### config.mk
export PLATFORM = sky130hd
export DESIGN_NAME = tsp_ram
export DESIGN_NICKNAME = d
export VERILOG_FILES = /design/src/rtl/core/tsp_ram.sv
export SDC_FILE = /design/constraint.sdc
export NUM_CORES = 2
export LEC_CHECK = 0
export ABC_CLOCK_PERIOD_IN_PS = 2700
export BUFFER_PORTS_ARGS = -buffer_cell sky130_fd_sc_hd__buf_2
export CAP_MARGIN = 20
export CORE_MARGIN = 2
export CORE_UTILIZATION = 35
export CTS_CLUSTER_DIAMETER = 60
export DETAILED_ROUTE_END_ITERATION = 8
export PLACE_DENSITY_LB_ADDON = 0.1
export SYNTH_ARGS = -nofsm -noshare
export SYNTH_HDL_FRONTEND = slang
export SYNTH_SLANG_ARGS = --single-unit
### constraint.sdc
create_clock -name clk -period 2.7 [get_ports clk]
set_clock_uncertainty 0.1 [all_clocks]
set_input_delay 0.135 -clock clk [delete_from_list [all_inputs] [get_ports clk]]
set_output_delay 0.135 -clock clk [all_outputs]
set_load 0.01 [all_outputs]
### src/rtl/core/tsp_ram.sv
// Generic simple dual-port RAM, one write and one registered read port.
`default_nettype none
module tsp_ram #(
	parameter int DEPTH = 256,
	parameter int WIDTH = 8
) (
	input  wire logic                     clk,
	input  wire logic                     we,
	input  wire logic [$clog2(DEPTH)-1:0] waddr,
	input  wire logic [WIDTH-1:0]         wdata,
	input  wire logic [$clog2(DEPTH)-1:0] raddr,
	output logic      [WIDTH-1:0]         rdata
);
	logic [WIDTH-1:0] mem [DEPTH];

	always_ff @(posedge clk) begin
		if (we) begin
			mem[waddr] <= wdata;
		end
		rdata <= mem[raddr];
	end
endmodule
`default_nettype wire

Yosys cells after proc, flatten, opt, wreduce, memory -nomap -nowiden
Memory sizes are Yosys's and may differ from the RTL's. A register that Yosys moved wholly into a read port is not among the register bits.
Index checks and enable logic that the tools add are counted.
{"block": "totals", "regBits": 0, "mem_bits_rw": 2048, "input_bits": 26, "out_inout_bits": 8, "word_cells": 3, "mem_count": 1}
{"memory": "mem", "words": 256, "width": 8, "read_ports": 1, "rd_ports_with_merged_regs": 1, "write_ports": 1, "line": "14", "rtl": "logic [WIDTH-1:0] mem [DEPTH];"}
{"block": "classes", "mux": 2}
{"op": "$mux W1", "count": 2}

Depth between registers and ports, before layout
{"block": "depth", "word_depth": 2, "ltp_mapped": 11}

Worst setup path after synthesis
No wires, ideal clock.
{"block": "synth_timing", "path_type": "input to register", "start": "in raddr[0]", "end": "reg rdata[2], read port of mem", "setup_time_ns": 0.131, "arrival_time_ns": 1.942, "required_ns": 2.469, "path_slack_ns": 0.527, "stages": 9, "n_path_buf": 4, "path_cell_list": "buf_6 buf_12 buf_8 buf_2 mux4_2 a22oi_1 a21oi_1 nor4_1 nor4_2"}
{"element": "start: declaration", "line": "11", "rtl": "input wire logic [$clog2(DEPTH)-1:0] raddr,"}
{"element": "end: declaration", "line": "12", "rtl": "output logic [WIDTH-1:0] rdata"}

==> impl_metrics.csv <==
group,metric,value,unit
logic_synthesis,async_flop_share,0,
grt,grt_max_degree,93,
logic_synthesis,ys_seq_area_frac,0.7750,
setup_path,worst_path_largest_cell_delay,0.51,ns
routing,drcViolationCount,0,
setup_path,critPathMaxFanout,1,
power,power.density,726.6,mW/mm^2
routing,routed_wl,230100,um
setup_path,crit_family,"compound AO/OA/AOI/OAI gates",
layout,nets,4494,
logic_synthesis,yosys-top-cells-area,"edfxtp_1 77%, mux4_2 13%, mux2i_1 1.7%",
placed_design,dp_slack,-0.8619,ns
routing,via_per_inst,5.252,
grt,use_met3,0.03106,
floorplan,die_w,480.8,um
logic_synthesis,yosysTopAreaCellShare,0.7730,
status,status,"finished clean",
grt,grt_pass1_vias,41448,
grt,use_met1,0.2927,
setup_path,path_buf_inv,2,
floorplan,die_h,480.8,um
routing,vias,40286,
setup_path,path_class,"reg -> reg",
placed_design,gp_congestion,0.8177,
layout,syn2layout_area_growth,20.45,%
setup_path,end_kind,"flop",
logic_synthesis,synth_edf_count,2048,
cts,insertion_delay,0.87,ns
logic_synthesis,ys_ff_latch,2056,
routing,drtPass1Iterations,5,
floorplan,start_util,0.3511,
grt,track_usage,0.1988,
timing,post-route-min-period,2.593,ns
routing,ant_nets,0,
timing,slew_violations,0,
timing,tightest_slew,0.9780,ns
logic_synthesis,yosys_warnings,0,
cts,clock_path_buffers,3,
floorplan,pin_count,34,
power,peakVddDrop,0.7392,mV
timing,maxSlewHeadroom,0.3456,
cts,cts_tree,"built",
cts,htreeDepth,4,
grt,overflow,0,
logic_synthesis,yosysMostFrequentCell,"edfxtp_1",
cts,cts.clk_slew.worst_paths,0.06,ns
grt,grt_pass1_wl,324900,um
timing,fin_setup_tns,0,ns
grt,grt_antenna_before_repair,12,
timing,hold_viol,0,
logic_synthesis,synth_cell_type_count,55,
timing,finalCritPeriodShare,0.9604,
setup_path,required,3.31,ns
setup_path,critPathLaunchType,"flop",
cts,cts_buffers,223,
logic_synthesis,synth_area,0.07956,sq mm
cts,postCtsSetupBuffers,0,
floorplan,coreArea,0.2266,sq mm
logic_synthesis,yosysTopAreaCell,"edfxtp_1",
setup_path,cpMostUsedCell,"buf_4",
routing,drt_iter0_drc,4131,
floorplan,die_area,0.2311,sq mm
timing,timing.fmax,385.6,MHz
setup_path,critPathSlowestCell,"mux4_2",
grt,grt_busiest_layer,"met2",
cts,numClockSinks,2056,
logic_synthesis,synth_commonest_cells,"2048 x edfxtp_1, 454 x mux4_2, 282 x nor2_1",
logic_synthesis,netlist_instances,3733,
timing,rsz0062_at_grt,"false",
flow_run,cap_viol_max_count,0,
floorplan,rows,175,
timing,finalSetupViolations,0,
logic_synthesis,synth_flop_cell,"edfxtp_1",
power,power.leakage,30.88,nW
logic_synthesis,syn_nets,3759,
setup_path,cp_data_arrival_time,3.20,ns
routing,wl_per_cell,30.00,um
setup_path,worstPathCellList,"mux4_2 > a22o_1 > a221oi_1 > buf_4 > o221ai_1 > a211oi_1 > buf_4 > nor4_1",
layout,drive_gt1_frac,0.3295,
hold_path,hp-class,"in -> reg",
timing,setup_ws,0.1069,ns
grt,grt_use_met2,0.3113,
logic_synthesis,syn_avg_cell_area,21.31,sq um
placed_design,hpwl,152900,um
cts,cts_root_buf,"clkbuf_16",
placed_design,port_buffers,33,
==> sequential cells by signal (all words and copies together), names as in the netlist <==
| register | count |
|---|---|
| rdata | 8 |
| mem | 2048 |
==> kinds of logic after synthesis <==
kind of cell / after synthesis / share of synthesized area
buffers and inverters: 235 / 0.01831
flip-flops: 2056 / 0.7750
AND/OR/NAND/NOR: 466 / 0.02628
multiplexers: 591 / 0.1462
AO/OA/AOI/OAI: 385 / 0.03419
==> cell usage in the layout (no fill, tap or decap), types with 16 or more instances in the layout <==
cell           synthesis  final
mux2i_1              134    134
o221ai_1              46     46
bufinv_16              0     25
buf_12                 8     70
edfxtp_1            2048   2048
a21oi_1               96     96
nor3_1                22     21
nand2_1               33     33
nor2b_1               31     28
a211oi_1              16     16
clkbuf_16              0    224
buf_2                 31     21
clkbuf_1             111     43
a22oi_1              133    133
mux4_2               454    454
buf_4                 27    623
clkinv_2               0     46
nand3_1               34     25
nor4_1                24     19
dlygate4sd3_1          0     17
clkinv_1               1     53
o22ai_1               28     28
nor2_1               282    279
==> power by group <==
group	leakage [nW]	internal (W)	switching [W]	total, W
sequential	18.5	0.0352	0.0000728	0.0353
combinational	8.84	0.00151	0.00237	0.00387
clock	3.57	0.0176	0.0129	0.0305
==> timing repair <==
item	4_1_cts	5_1_grt
hold endpoints to repair	2058	0
resized for setup	6	0
hold buffers	17	0
endpoints found under the setup margin	3	0
==> final cells by class <==
cell class	instances	area, sq um
inverters	2	7.507
well taps	3009	3765
clock buffers	267	5767
repair buffers	743	6519
clock inverters	149	1521
fillers	19907	130800
flip-flops and latches	2056	61660
multi-input cells	1442	16580
diodes	3	7.507
==> layer usage <==
layer	share of wire	wire length [um]	vias to the layer above
met5	0.000030	7	-
met4	0.020	4570	2
met3	0.049	11280	262
met2	0.47	108100	1043
met1	0.46	106200	21774
li1	-	-	17205
==> per-stage QoR <==
stage	area [sq um]	utilization	cells	total power, W	hold WS [ns]
global route	95820	0.4228	7670	0.07180	0.1509
global placement	88300	0.3896	7233	0.03983	0.4866
CTS	95820	0.4228	7668	0.07042	0.1193
detailed placement	88320	0.3897	7235	0.03984	0.4937
finish	95820	0.4228	7671	0.06963	0.1784
floorplan	79560	-	3733	0.03760	0.1339
==> worst paths after layout <==
check,end,slack [ns],depth (start not counted),from
worst max-delay path,rdata[3]$_DFF_P_,0.11,8,mem[25][3]$_DFFE_PP_
worst min-delay path,mem[138][1]$_DFFE_PP_,0.18,5,we
worst max register to register,rdata[3]$_DFF_P_,0.11,8,mem[25][3]$_DFFE_PP_
worst min register to register,rdata[1]$_DFF_P_,1.03,5,mem[146][1]$_DFFE_PP_
==> worst register-to-register path, delay by kind of cell, from the launching register on <==
kind / cells / cell delay, ns
compound gates: 4 / 1.04
mux: 1 / 0.51
buf+inv: 2 / 0.42
flops: 1 / 0.37
simple gates: 1 / 0.05
Note: power is estimated with default switching activity, not from simulation.
